===== src/sv/pbre_pkg.sv =====
// ----------------------------------------------------------------------------
// pbre_pkg: shared types and constants of the base relocation engine
// Result record, kind and error codes, phase and register index encodings.
// ----------------------------------------------------------------------------
`default_nettype none

package pbre_pkg;

    localparam int WORD_W    = 16;
    localparam int ADDR_W    = 32;
    localparam int ADJ_W     = 64;
    localparam int CFG_IDX_W = 3;
    localparam int KIND_W    = 3;
    localparam int ERR_W     = 3;
    localparam int OUT_PAD_W = 5;
    localparam int OUT_W     = ADDR_W + ADJ_W + ERR_W + OUT_PAD_W;

    // result queue
    localparam int RQ_DEPTH = 4;
    localparam int RQ_AW    = $clog2(RQ_DEPTH);

    // smallest legal block: the header alone
    localparam logic [ADDR_W-1:0] MIN_BLOCK = 32'd8;
    localparam logic [ADDR_W-1:0] WORD_BYTES = 32'd2;

    typedef enum logic [1:0] {
        PH_START = 2'd0,
        PH_HDR   = 2'd1,
        PH_ENT   = 2'd2
    } t_phase;

    typedef enum logic [1:0] {
        HS_PAGE_LO = 2'd0,
        HS_PAGE_HI = 2'd1,
        HS_SIZE_LO = 2'd2,
        HS_SIZE_HI = 2'd3
    } t_hdr_slot;

    typedef enum logic [KIND_W-1:0] {
        KIND_HIGH16 = 3'd0,
        KIND_LOW16  = 3'd1,
        KIND_ADD32  = 3'd2,
        KIND_ADD64  = 3'd3,
        KIND_DONE   = 3'd4,
        KIND_ERROR  = 3'd5
    } t_kind;

    typedef enum logic [ERR_W-1:0] {
        ERR_NONE          = 3'd0,
        ERR_TABLE_OUTSIDE = 3'd1,
        ERR_BAD_SIZE      = 3'd2,
        ERR_SIZE_OVER_DIR = 3'd3,
        ERR_BLOCK_BEYOND  = 3'd4,
        ERR_BAD_PAGE      = 3'd5,
        ERR_UNKNOWN_TYPE  = 3'd6,
        ERR_TRUNCATED     = 3'd7
    } t_err;

    typedef enum logic [3:0] {
        RT_ABSOLUTE = 4'd0,
        RT_HIGH     = 4'd1,
        RT_LOW      = 4'd2,
        RT_HIGHLOW  = 4'd3,
        RT_DIR64    = 4'd10
    } t_rtype;

    typedef enum logic [CFG_IDX_W-1:0] {
        CFG_ADJUST       = 3'd0,
        CFG_IMAGE_SIZE   = 3'd1,
        CFG_TABLE_OFFSET = 3'd2,
        CFG_TABLE_SIZE   = 3'd3,
        CFG_DIR_SIZE     = 3'd4
    } t_cfg_idx;

    // addend is rebuilt from kind and adjust at the output
    typedef struct packed {
        t_kind             kind;
        logic [ADDR_W-1:0] target;
        t_err              err;
    } t_result;

endpackage

`default_nettype wire


===== src/sv/pe_base_relocation_engine_unit.sv =====
// ----------------------------------------------------------------------------
// pe_base_relocation_engine_unit: base relocation table walker
// Walks the relocation table word by word and emits patch add commands,
// ending each run with a done or error beat.
// ----------------------------------------------------------------------------
//  channel   dir  tdata                                   tuser  tlast
//  s_axis    in   [15:0] word                             -      end_of_data
//  m_axis    out  [31:0] target_offset, [95:32] addend,   kind   last_of_run
//                 [98:96] error_code, [103:99] zero
//  cfg       in   i_cfg_we / i_cfg_idx / i_cfg_data, write only
//
//  One table word per cycle while s_axis does not stall. A word is registered
//  on entry and decoded from the input register into zero, one or two result
//  records in a four-deep result queue whose head drives m_axis. A word that
//  yields two beats (an add plus done or truncation error) gives them to m_axis
//  one after the other; s_axis stalls while a word waits in the input register
//  and the queue has fewer than two free slots. Synchronous active-low reset
//  clears the configuration, input valid flag, walker state and queue pointers.
// ----------------------------------------------------------------------------
`default_nettype none

module pe_base_relocation_engine_unit (
    input  wire logic                                  i_clk,
    input  wire logic                                  i_rst_n,
    // cfg write port
    input  wire logic                                  i_cfg_we,
    input  wire logic [pbre_pkg::CFG_IDX_W-1:0]        i_cfg_idx,
    input  wire logic [pbre_pkg::ADJ_W-1:0]            i_cfg_data,
    // table words
    input  wire logic                                  s_axis_tvalid,
    output logic                                       s_axis_tready,
    input  wire logic [pbre_pkg::WORD_W-1:0]           s_axis_tdata,  // [15:0] word
    input  wire logic                                  s_axis_tlast,  // end_of_data
    // results
    output logic                                       m_axis_tvalid,
    input  wire logic                                  m_axis_tready,
    // [31:0] target_offset, [95:32] addend, [98:96] error_code, [103:99] zero
    output logic [pbre_pkg::OUT_W-1:0]                 m_axis_tdata,
    output logic [pbre_pkg::KIND_W-1:0]                m_axis_tuser,  // [2:0] kind
    output logic                                       m_axis_tlast   // last_of_run
);

    // configuration
    logic [pbre_pkg::ADJ_W-1:0]  r_adjust;
    logic [pbre_pkg::ADDR_W-1:0] r_image_size;
    logic [pbre_pkg::ADDR_W-1:0] r_table_offset;
    logic [pbre_pkg::ADDR_W-1:0] r_table_size;
    logic [pbre_pkg::ADDR_W-1:0] r_dir_size;

    // input register
    logic                         r_in_valid;
    logic [pbre_pkg::WORD_W-1:0]  r_in_word;
    logic                         r_in_eod;

    // walker state (r_off = position - block_start)
    pbre_pkg::t_phase             r_phase;
    logic [pbre_pkg::ADDR_W-1:0]  r_off;
    logic [pbre_pkg::ADDR_W-1:0]  r_blk_start;
    logic [pbre_pkg::ADDR_W-1:0]  r_page;
    logic [pbre_pkg::ADDR_W-1:0]  r_blk_size;
    logic                         r_ended;

    pbre_pkg::t_phase             n_phase;
    logic [pbre_pkg::ADDR_W-1:0]  n_off;
    logic [pbre_pkg::ADDR_W-1:0]  n_blk_start;
    logic [pbre_pkg::ADDR_W-1:0]  n_page;
    logic [pbre_pkg::ADDR_W-1:0]  n_blk_size;
    logic                         n_ended;

    logic                         w_in_fire;
    logic                         w_proc_fire;
    logic                         w_room2;
    logic                         w_q_valid;
    pbre_pkg::t_result            w_head;
    pbre_pkg::t_result            w_res0;
    pbre_pkg::t_result            w_res1;
    logic [1:0]                   w_cnt;
    logic [1:0]                   w_push_cnt;
    logic [pbre_pkg::ADJ_W-1:0]   w_addend;

    assign s_axis_tready = !r_in_valid || w_room2;
    assign w_in_fire     = s_axis_tvalid && s_axis_tready;
    assign w_proc_fire   = r_in_valid && w_room2;
    assign w_push_cnt    = w_proc_fire ? w_cnt : 2'd0;

    // ---------------- configuration ----------------
    always_ff @(posedge i_clk) begin
        if (!i_rst_n) begin
            r_adjust       <= '0;
            r_image_size   <= '0;
            r_table_offset <= '0;
            r_table_size   <= '0;
            r_dir_size     <= '0;
        end else if (i_cfg_we) begin
            unique case (i_cfg_idx)
                pbre_pkg::CFG_ADJUST:       r_adjust       <= i_cfg_data;
                pbre_pkg::CFG_IMAGE_SIZE:   r_image_size   <= i_cfg_data[pbre_pkg::ADDR_W-1:0];
                pbre_pkg::CFG_TABLE_OFFSET: r_table_offset <= i_cfg_data[pbre_pkg::ADDR_W-1:0];
                pbre_pkg::CFG_TABLE_SIZE:   r_table_size   <= i_cfg_data[pbre_pkg::ADDR_W-1:0];
                pbre_pkg::CFG_DIR_SIZE:     r_dir_size     <= i_cfg_data[pbre_pkg::ADDR_W-1:0];
                default: ;
            endcase
        end
    end

    // ---------------- input register ----------------
    always_ff @(posedge i_clk) begin
        if (!i_rst_n) begin
            r_in_valid <= 1'b0;
        end else if (w_in_fire) begin
            r_in_valid <= 1'b1;
        end else if (w_proc_fire) begin
            r_in_valid <= 1'b0;
        end
    end

    always_ff @(posedge i_clk) begin
        if (w_in_fire) begin
            r_in_word <= s_axis_tdata;
            r_in_eod  <= s_axis_tlast;
        end
    end

    // ---------------- word decode ----------------
    always_comb begin
        logic [pbre_pkg::ADDR_W-1:0]   v_tend;
        logic [pbre_pkg::ADDR_W-1:0]   v_bsz;
        logic [pbre_pkg::ADDR_W-1:0]   v_off;
        logic [pbre_pkg::ADDR_W-1:0]   v_target;
        logic [pbre_pkg::ADDR_W:0]     v_next;
        logic [pbre_pkg::ADDR_W+1:0]   v_span;
        logic                          v_bad_b;
        logic                          v_bad_e;
        pbre_pkg::t_phase              v_phase;
        logic                          v_end;
        pbre_pkg::t_err                v_code;
        logic                          v_add;
        pbre_pkg::t_kind               v_add_kind;
        logic                          v_close;
        pbre_pkg::t_result             v_res_add;
        pbre_pkg::t_result             v_res_end;

        n_phase     = r_phase;
        n_off       = r_off;
        n_blk_start = r_blk_start;
        n_page      = r_page;
        n_blk_size  = r_blk_size;
        n_ended     = r_ended;

        v_tend     = r_table_offset + r_table_size;
        v_bad_b    = (r_table_offset > r_image_size);
        v_bad_e    = (v_tend > r_image_size);
        v_bsz      = {r_in_word, r_blk_size[pbre_pkg::WORD_W-1:0]};
        v_span     = {2'b00, r_table_offset} + {2'b00, r_blk_start} + {2'b00, v_bsz};
        v_off      = r_off + pbre_pkg::WORD_BYTES;
        v_target   = r_page + {20'd0, r_in_word[11:0]};
        v_next     = '0;
        v_phase    = r_phase;
        v_end      = 1'b0;
        v_code     = pbre_pkg::ERR_NONE;
        v_add      = 1'b0;
        v_add_kind = pbre_pkg::KIND_HIGH16;
        v_close    = 1'b0;

        if (!r_ended) begin
            // bounds and trivial-run checks on the first word of a run
            if (v_phase == pbre_pkg::PH_START) begin
                priority if (v_bad_b && v_bad_e) begin
                    v_end = 1'b1;
                end else if (v_bad_b || v_bad_e) begin
                    v_end  = 1'b1;
                    v_code = pbre_pkg::ERR_TABLE_OUTSIDE;
                end else if (r_adjust == '0 || r_table_size == '0) begin
                    v_end = 1'b1;
                end else begin
                    v_phase = pbre_pkg::PH_HDR;
                    n_phase = pbre_pkg::PH_HDR;
                end
            end

            if (!v_end) begin
                if (v_phase == pbre_pkg::PH_HDR) begin
                    n_off = v_off;
                    unique case (pbre_pkg::t_hdr_slot'(r_off[2:1]))
                        pbre_pkg::HS_PAGE_LO: n_page = {16'd0, r_in_word};
                        pbre_pkg::HS_PAGE_HI: n_page = {r_in_word, r_page[15:0]};
                        pbre_pkg::HS_SIZE_LO: n_blk_size = {16'd0, r_in_word};
                        pbre_pkg::HS_SIZE_HI: begin
                            n_blk_size = v_bsz;
                            priority if (v_bsz < pbre_pkg::MIN_BLOCK || v_bsz[0]) begin
                                v_end  = 1'b1;
                                v_code = pbre_pkg::ERR_BAD_SIZE;
                            end else if (v_bsz > r_dir_size) begin
                                v_end  = 1'b1;
                                v_code = pbre_pkg::ERR_SIZE_OVER_DIR;
                            end else if (v_span > {2'b00, r_image_size}) begin
                                v_end  = 1'b1;
                                v_code = pbre_pkg::ERR_BLOCK_BEYOND;
                            end else if (r_page > r_image_size) begin
                                v_end  = 1'b1;
                                v_code = pbre_pkg::ERR_BAD_PAGE;
                            end else begin
                                n_phase = pbre_pkg::PH_ENT;
                                v_close = (v_bsz == pbre_pkg::MIN_BLOCK);
                            end
                        end
                        default: ;
                    endcase
                end else begin
                    unique case (r_in_word[15:12])
                        pbre_pkg::RT_ABSOLUTE: ;
                        pbre_pkg::RT_HIGH: begin
                            v_add      = 1'b1;
                            v_add_kind = pbre_pkg::KIND_HIGH16;
                        end
                        pbre_pkg::RT_LOW: begin
                            v_add      = 1'b1;
                            v_add_kind = pbre_pkg::KIND_LOW16;
                        end
                        pbre_pkg::RT_HIGHLOW: begin
                            v_add      = 1'b1;
                            v_add_kind = pbre_pkg::KIND_ADD32;
                        end
                        pbre_pkg::RT_DIR64: begin
                            v_add      = 1'b1;
                            v_add_kind = pbre_pkg::KIND_ADD64;
                        end
                        default: begin
                            v_end  = 1'b1;
                            v_code = pbre_pkg::ERR_UNKNOWN_TYPE;
                        end
                    endcase
                    if (!v_end) begin
                        n_off   = v_off;
                        v_close = (v_off >= r_blk_size);
                    end
                end
            end

            // block finished: either the table is done or the next header follows
            if (v_close) begin
                v_next = {1'b0, r_blk_start} + {1'b0, n_blk_size};
                if (v_next >= {1'b0, r_table_size}) begin
                    v_end = 1'b1;
                end else begin
                    n_blk_start = v_next[pbre_pkg::ADDR_W-1:0];
                    n_off       = '0;
                    n_phase     = pbre_pkg::PH_HDR;
                end
            end

            if (v_end) begin
                n_ended = 1'b1;
            end else if (r_in_eod) begin
                v_end  = 1'b1;
                v_code = pbre_pkg::ERR_TRUNCATED;
            end
        end

        // last word from the feeder rearms for a new run
        if (r_in_eod) begin
            n_phase     = pbre_pkg::PH_START;
            n_off       = '0;
            n_blk_start = '0;
            n_page      = '0;
            n_blk_size  = '0;
            n_ended     = 1'b0;
        end

        v_res_add.kind   = v_add_kind;
        v_res_add.target = v_target;
        v_res_add.err    = pbre_pkg::ERR_NONE;
        v_res_end.kind   = (v_code == pbre_pkg::ERR_NONE) ? pbre_pkg::KIND_DONE
                                                          : pbre_pkg::KIND_ERROR;
        v_res_end.target = '0;
        v_res_end.err    = v_code;

        w_res0 = v_add ? v_res_add : v_res_end;
        w_res1 = v_res_end;
        w_cnt  = {v_add & v_end, v_add ^ v_end};
    end

    always_ff @(posedge i_clk) begin
        if (!i_rst_n) begin
            r_phase     <= pbre_pkg::PH_START;
            r_off       <= '0;
            r_blk_start <= '0;
            r_page      <= '0;
            r_blk_size  <= '0;
            r_ended     <= 1'b0;
        end else if (w_proc_fire) begin
            r_phase     <= n_phase;
            r_off       <= n_off;
            r_blk_start <= n_blk_start;
            r_page      <= n_page;
            r_blk_size  <= n_blk_size;
            r_ended     <= n_ended;
        end
    end

    // ---------------- result queue ----------------
    pbre_res_queue u_res_queue (
        .i_clk      (i_clk),
        .i_rst_n    (i_rst_n),
        .i_push_cnt (w_push_cnt),
        .i_res0     (w_res0),
        .i_res1     (w_res1),
        .o_room2    (w_room2),
        .o_valid    (w_q_valid),
        .o_head     (w_head),
        .i_pop      (m_axis_tready)
    );

    // user holds adjust stable in a run (unenforced), so addend is cut from kind
    always_comb begin
        unique case (w_head.kind)
            pbre_pkg::KIND_HIGH16: w_addend = {48'd0, r_adjust[31:16]};
            pbre_pkg::KIND_LOW16:  w_addend = {48'd0, r_adjust[15:0]};
            pbre_pkg::KIND_ADD32:  w_addend = {32'd0, r_adjust[31:0]};
            pbre_pkg::KIND_ADD64:  w_addend = r_adjust;
            default:               w_addend = '0;
        endcase
    end

    assign m_axis_tvalid = w_q_valid;
    assign m_axis_tdata  = {{pbre_pkg::OUT_PAD_W{1'b0}}, w_head.err, w_addend, w_head.target};
    assign m_axis_tuser  = w_head.kind;
    assign m_axis_tlast  = (w_head.kind == pbre_pkg::KIND_DONE) ||
                           (w_head.kind == pbre_pkg::KIND_ERROR);

endmodule

`default_nettype wire


===== src/sv/pbre_res_queue.sv =====
// ----------------------------------------------------------------------------
// pbre_res_queue: result queue
// Small FIFO of result records; takes up to two records per cycle, gives one while popped.
// ----------------------------------------------------------------------------
`default_nettype none

module pbre_res_queue (
    input  wire logic              i_clk,
    input  wire logic              i_rst_n,
    input  wire logic [1:0]        i_push_cnt,
    input  wire pbre_pkg::t_result i_res0,
    input  wire pbre_pkg::t_result i_res1,
    output logic                   o_room2,
    output logic                   o_valid,
    output pbre_pkg::t_result      o_head,
    input  wire logic              i_pop
);

    pbre_pkg::t_result              r_mem [pbre_pkg::RQ_DEPTH];
    logic [pbre_pkg::RQ_AW-1:0]     r_wr;
    logic [pbre_pkg::RQ_AW-1:0]     r_rd;
    logic [pbre_pkg::RQ_AW:0]       r_count;
    logic [pbre_pkg::RQ_AW-1:0]     n_wr;
    logic [pbre_pkg::RQ_AW-1:0]     n_rd;
    logic [pbre_pkg::RQ_AW:0]       n_count;
    logic [pbre_pkg::RQ_AW-1:0]     w_wr1;
    logic                           w_pop;

    assign w_pop   = i_pop && (r_count != '0);
    assign w_wr1   = r_wr + pbre_pkg::RQ_AW'(1);
    assign o_valid = (r_count != '0);
    assign o_head  = r_mem[r_rd];
    assign o_room2 = (r_count <= (pbre_pkg::RQ_AW+1)'(pbre_pkg::RQ_DEPTH - 2));

    always_comb begin
        n_wr    = r_wr + pbre_pkg::RQ_AW'(i_push_cnt);
        n_rd    = r_rd + pbre_pkg::RQ_AW'(w_pop);
        n_count = r_count + (pbre_pkg::RQ_AW+1)'(i_push_cnt)
                  - (pbre_pkg::RQ_AW+1)'(w_pop);
    end

    always_ff @(posedge i_clk) begin
        if (!i_rst_n) begin
            r_wr    <= '0;
            r_rd    <= '0;
            r_count <= '0;
        end else begin
            r_wr    <= n_wr;
            r_rd    <= n_rd;
            r_count <= n_count;
        end
    end

    always_ff @(posedge i_clk) begin
        if (i_push_cnt != 2'd0) begin
            r_mem[r_wr] <= i_res0;
        end
        if (i_push_cnt == 2'd2) begin
            r_mem[w_wr1] <= i_res1;
        end
    end

endmodule

`default_nettype wire


===== config.mk =====
export PLATFORM = sky130hd
export DESIGN_NAME = pe_base_relocation_engine_unit
export DESIGN_NICKNAME = d
export VERILOG_FILES = /design/src/sv/pbre_pkg.sv /design/src/sv/pe_base_relocation_engine_unit.sv /design/src/sv/pbre_res_queue.sv
export SDC_FILE = /design/constraint.sdc
export NUM_CORES = 2
export LEC_CHECK = 0
export ABC_CLOCK_PERIOD_IN_PS = 13800
export BUFFER_PORTS_ARGS = -buffer_cell sky130_fd_sc_hd__buf_2
export CAP_MARGIN = 20
export CORE_ASPECT_RATIO = 0.75
export CORE_MARGIN = 3
export CORE_UTILIZATION = 45
export CTS_BUF_LIST = sky130_fd_sc_hd__clkbuf_4 sky130_fd_sc_hd__clkbuf_8
export DETAILED_ROUTE_END_ITERATION = 16
export PLACE_DENSITY = 0.74
export SYNTH_ARGS = -nofsm -noshare
export SYNTH_HDL_FRONTEND = slang
export SYNTH_SLANG_ARGS = --single-unit

===== constraint.sdc =====
create_clock -name i_clk -period 13.8 [get_ports i_clk]
set_clock_uncertainty 0.1 [all_clocks]
set_input_delay 1.38 -clock i_clk [delete_from_list [all_inputs] [get_ports i_clk]]
set_output_delay 1.38 -clock i_clk [all_outputs]
set_load 0.01 [all_outputs]

Yosys cells after proc, flatten, opt, wreduce, memory -nomap -nowiden
Memories as Yosys holds them, arrays and structs flattened. A register that Yosys moved wholly into a read port is not among the register bits. Cells that the tools add are included.

Register bits after elaboration: 348. Bits in writable memories: 152. Bits of input ports: 89. Memories kept: 1.

Memories: u_res_queue.r_mem (words 4, width 38, rd ports 1, clocked after memory_dff 1, write ports 2, RTL line pbre_res_queue.sv:19) `pbre_pkg::t_result r_mem [pbre_pkg::RQ_DEPTH];`.

Add/sub/neg operators: 11. $lt $le $gt $ge: 9. Eq/ne operators: 23. Mux-type cells: 105. Bitwise logic cells: 2. Reduce and logical (&&, ||, !) cells: 36.

Operators by type and width (count): $mux 32 (20); $pmux 64 s4 (1); $gt 32x32->1 (4); $pmux 32 s2 (2); $add 32x32->33 (2); $logic_not 64->1 (1); $mux 1 (48); $mux 2 (21); $mux 38 (1); $add 33x32->34 (1); $gt 34x32->1 (1); $ge 33x32->1 (1); $mux 3 (11); $add 32x12->32 (1); $add 32x2->32 const B (1); $add 32x32->32 (1); $eq 32x4->1 const B (1); $ge 32x32->1 (1); $logic_not 32->1 (1); $lt 32x4->1 const B (1); $eq 3x2->1 const B (4); $reduce_and 2->1 (6); $reduce_bool 2->1 (5); $eq 3x3->1 const B (3); other kinds (28) (47).

Longest topological paths before layout
Depth after elaboration: 24. Depth in mapped cells: 68. Gate-level depth less buffers: 65.

Hierarchy
From an unflattened synthesis, not the netlist that was laid out.

Cell total of the unflattened synthesis: 3631. Area total of the unflattened synthesis: 33880.0 sq um.

Modules (own cells, without submodules): pe_base_relocation_engine_unit (times used 1, cells an instance 3219, area each 26009.9 sq um); pbre_res_queue (times used 1, cells an instance 412, area each 7870.0 sq um).

Worst setup path after synthesis
OpenSTA, ideal clock, no wires.

Path type: register to register. Start point: register r_table_offset[0] (netlist name). End point: register u_res_queue.r_count[2] (netlist name). Setup time: 0.128 ns. Data arrival time: 12.090 ns. Required time: 13.572 ns. Setup slack: 1.482 ns. Cell stages (with the launch flop): 67. Buffers on the path: 3. Cells stage by stage: dfxtp_1 ha_1 inv_1 fa_1 nor2b_1 o31a_1 o211ai_1 a211oi_1 nor3_1 o31ai_1 o41a_1 a221o_1 xor2_1 ha_1 a21o_1 a21o_1 a21oi_1 nor2b_1 [... 31 more ...] a2111o_1 a211oi_1 o211ai_1 a41oi_1 nor2b_1 a21oi_1 a31oi_1 ha_1 clkbuf_1 nand2_1 ha_1 inv_1 ha_1 inv_1 fa_1 xnor2_1 xnor2_1 nor2_1.

Cells in the longest elaborated chain, start to end: 22.

RTL lines: start: declaration (RTL line pe_base_relocation_engine_unit.sv:46) `logic [pbre_pkg::ADDR_W-1:0] r_table_offset;`; start signal: assignment (RTL line pe_base_relocation_engine_unit.sv:98) `pbre_pkg::CFG_TABLE_OFFSET: r_table_offset <= i_cfg_data[pbre_pkg::ADDR_W-1:0];`; $add 32x32->32 (RTL line pe_base_relocation_engine_unit.sv:150) `v_tend = r_table_offset + r_table_size;`; $gt 32x32->1 (RTL line pe_base_relocation_engine_unit.sv:152) `v_bad_e = (v_tend > r_image_size);`; $logic_or 1x1->1 (RTL line pe_base_relocation_engine_unit.sv:170) `end else if (v_bad_b || v_bad_e) begin`; $mux 2 (RTL line pe_base_relocation_engine_unit.sv:170); $mux 2 (RTL line pe_base_relocation_engine_unit.sv:168) `priority if (v_bad_b && v_bad_e) begin`; $mux 2 (RTL line pe_base_relocation_engine_unit.sv:167) `if (v_phase == pbre_pkg::PH_START) begin`; $mux 2 (RTL line pe_base_relocation_engine_unit.sv:165) `if (!r_ended) begin`; $eq 2x1->1 (RTL line pe_base_relocation_engine_unit.sv:182) `if (v_phase == pbre_pkg::PH_HDR) begin`; [... 6 more ...]; $mux 1 (RTL line pe_base_relocation_engine_unit.sv:241) `if (v_close) begin`; $mux 1 (RTL line pe_base_relocation_engine_unit.sv:165); $mux 1 (RTL line pe_base_relocation_engine_unit.sv:252) `if (v_end) begin`; $mux 1 (RTL line pe_base_relocation_engine_unit.sv:165); $xor 1x1->1 or $and 1x1->1 (tied branches) (RTL line pe_base_relocation_engine_unit.sv:280) `w_cnt = {v_add & v_end, v_add ^ v_end};`; $mux 2 * (RTL line pe_base_relocation_engine_unit.sv:84) `assign w_push_cnt = w_proc_fire ? w_cnt : 2'd0;`; $add 3x2->3 * (RTL line pbre_res_queue.sv:38) `n_count = r_count + (pbre_pkg::RQ_AW+1)'(i_push_cnt)`; $sub 3x1->3 * (RTL line pbre_res_queue.sv:39) `- (pbre_pkg::RQ_AW+1)'(w_pop);`; end signal: assignment (RTL line pbre_res_queue.sv:50) `r_count <= n_count;`; end: declaration (RTL line pbre_res_queue.sv:22) `logic [pbre_pkg::RQ_AW:0] r_count;`.

Every way passes the cells marked *; elsewhere a longest branch is shown, timed or not. The select of a mux whose other input is x is not followed. A chain may end at the register's enable or synchronous reset.

Worst setup path in the final report
Same ends and word-level chain as after synthesis.

==> results.md <==
- Worst-Skew Late Latency: 0.71 ns
- Die W: 309 um
- Buf/Inv on CP: 6
- Worst Hold Depth: 2
- Required @ worst endpoint: 14.27 ns
- WL/cell: 20.8 um
- Fillcell total: 6,271
- Initial antenna violation count: 2
- Clock Sinks: 499
- Crit path capture type: register
- Fraction of the yosys area taken by sequential cells: 0.332
- Lkg Pwr: 0.0149 uW
- Critical path origin: r_table_offset[0]
- Final Setup Violations: 0
- Antenna viol nets, final: 0
- Share of the synthesized area in the top cell type: 0.300
- Net Switching: 1140 uW
- Dominant cells by area after synthesis: dfxtp_1, ha_1, nand2_1
- Crit path largest cell delay: 0.44 ns
- Combinational Power Share: 0.192
- Max-Cap Viols: 0
- First-pass DRT Iterations: 6
- Worst-Margin Slew: 1.22 ns
- Port-buffer cells: 193
- Drt first-iter violations: 3,348
- First-pass GRT wire length: 152,000 um
- Most frequent cells after synthesis: nand2_1, dfxtp_1, a21oi_1
- End point of the worst hold path: u_res_queue.r_mem[3][33]
- Max-slew headroom: 0.176
- DR vias/cell: 5.85
- IO Count: 199
- Total congestion overflow: 0
- CP max FO: 8
- Number of max-slew violations in the final report: 0
- DRT Wirelength: 100,000 um
- Arr. time, crit path: 13.49 ns
- CTS buffer count: 81
- RSZ-0062 raised after global routing: false
- Clk pwr share: 0.393
- R2r setup slk: 0.79 ns
- Maximum VDD drop: 0.0765 mV
- Reg power frac: 0.415
- Clock tree root buffer cell: clkbuf_8
- Core box area: 0.0676 mm2
- Reg-to-reg startpoint: r_table_offset[0]
- Hold path startpoint: u_res_queue.r_mem[3][33]
- Design Power: 3690 uW
- Slowest stage cell, crit path: o41a_1
- Internal power: 2550 uW
- Post-place setup slack: 0.802 ns
- CTS tree: done
- Gpl congestion: 0.967
- Top Family by Delay on Critical Path: compound AO/OA/AOI/OAI gates
- # hold bufs at CTS: 0
- Hpwl dp: 74,900 um
- Vias in the first global route: 25,516
- DRC violations left: 0
- Pwr dens: 106 mW/mm2
- Via count: 28,230
- Total global-route track usage: 0.271
- R2R depth: 62
- Clk buf depth: 3
- Mean Syn Cell Area: 8.39 um2
- Most common cell in the netlist: nand2_1
- Yosys top cell by area: dfxtp_1
- Setup slack after layout: 0.786 ns
- Share of cells above drive strength 1: 0.124
- Sw Share: 0.310
- H-tree depth: 3
- Syn Inst Count: 3,701
- DIE AREA: 0.0722 mm2
- Area Growth Syn to Fin: 12.4%
- Initial Util: 0.459
- Post-Syn Area: 0.0311 mm2
- Number of flops mapped to enable cells by yosys: 33
- Distinct cells, synth: 79
- Setup_tns: 0 ns
- Status: finished clean
- Ys async rst share: 0
- Most common cell on crit path: ha_1
- Kind of start point of the critical path: register
- Post-synth top flop: dfxtp_1
- Final Hold Fails: 0
- Worst-path clk slew: 0.07 ns
- Largest net degree at the start of global routing: 91
- Nets: 4,345
- Worst Setup Path Type: reg -> reg
- HP Class: reg -> reg
- FF+latch count, synth: 499
- Die Y: 234 um
- Reg2reg end: u_res_queue.r_count[2]
- Synth warn: 0
- Max Freq: 0.0768 GHz
- Row cnt: 82
- Period minus WS final: 13.01 ns
- Final period util: 0.943
## cells in the final DEF (no fill, tap or decap), drive strengths merged, types with 36 or more instances in the layout
cell	netlist	routed
a21o	92	92
a21oi	375	375
a22oi	47	47
and2	60	60
and3	53	53
buf	20	255
clkbuf	146	122
dfxtp	466	466
fa	37	37
ha	342	342
inv	174	178
mux4	38	38
nand2	655	655
nand3	72	72
nand4	61	61
nor2	210	210
nor2b	38	38
nor4	36	36
o21ai	210	210
xnor2	112	112
xor2	62	62
## final cells by class
cell class                      count  area [um2]  area share
Timing Repair Buffer              255        1460      0.0419
Inverter                          176         668      0.0191
Sequential cell                   499       10300       0.296
Antenna cell                        1        2.50   0.0000717
Tap cell                          882        1100      0.0316
Clock buffer                      122        1520      0.0436
Clock inverter                     26         294     0.00842
Multi-Input combinational cell   2864       19500       0.559
## tightest hold or removal path, cell delays in order (launching register included)
cell and delay [ns]:
dfxtp_1 0.32, nand2_1 0.04, o21ai_0 0.05
## metrics by stage
step	area (um2)	utilization	hold WS, ns	std cells
floorplan	31100	-	0.320	3705
global placement	33000	0.488	0.328	4669
detailed placement	33000	0.488	0.339	4672
CTS	34800	0.515	0.353	4820
global route	34900	0.516	0.369	4825
finish	34900	0.516	0.348	4825
## power by group through the flow
stage / combinational (uW) / sequential (uW) / clock [uW]
2_1_floorplan: 453 / 1550 / 0
3_3_place_gp: 679 / 1560 / 0
3_5_place_dp: 687 / 1560 / 0
4_1_cts: 691 / 1530 / 1470
5_1_grt: 767 / 1530 / 1530
6_report: 709 / 1530 / 1450
## timing repair
action / in CTS / in global routing
buffers inserted: 0 / 2
resized for setup: 0 / 10
setup endpoints to repair: 0 / 171
## sequential cells by signal, summed over array words and instances, names as in the netlist
name,flops
r_table_offset,32
r_image_size,32
r_in_word,16
r_blk_size,32
r_in_valid,1
u_res_queue.r_wr,2
r_page,32
r_blk_start,32
r_ended,1
r_off,31
r_in_eod,1
r_phase,2
u_res_queue.r_mem,152
r_adjust,64
u_res_queue.r_rd,2
r_table_size,32
u_res_queue.r_count,3
r_dir_size,32
## routing by layer
layer  vias up  global-route usage  wire length (um)
li1      13462                   -                 -
met1     13372               0.395             44900
met2      1220               0.392             42200
met3       174              0.0706             10500
met4         2              0.0775              2650
met5         -                   0                13
## kinds of logic (layout without fill, tap and decap cells)
group / after synthesis / count (layout) / share of synthesized area
AO/OA/AOI/OAI: 968 / 968 / 0.193
XOR/XNOR: 174 / 174 / 0.0491
adder cells (fa/ha/maj): 379 / 379 / 0.162
buffers and inverters: 342 / 579 / 0.0421
flip-flops: 499 / 499 / 0.332
multiplexers: 55 / 55 / 0.0331
other: 1 / 6 / 0.000121
AND/OR/NAND/NOR: 1283 / 1283 / 0.188
## how the worst max path moves through the flow
stage | cells past startpoint | slack (ns) | endpoint
floorplan | 66 | 1.48 | u_res_queue.r_count[2]
global route | 67 | 0.01 | u_res_queue.r_count[2]
detailed placement | 62 | 0.80 | u_res_queue.r_count[2]
finish | 62 | 0.79 | u_res_queue.r_count[2]
CTS | 62 | 0.67 | u_res_queue.r_count[2]
global placement | 67 | 0.98 | u_res_queue.r_count[2]
Power figures use the tool's default switching activity.
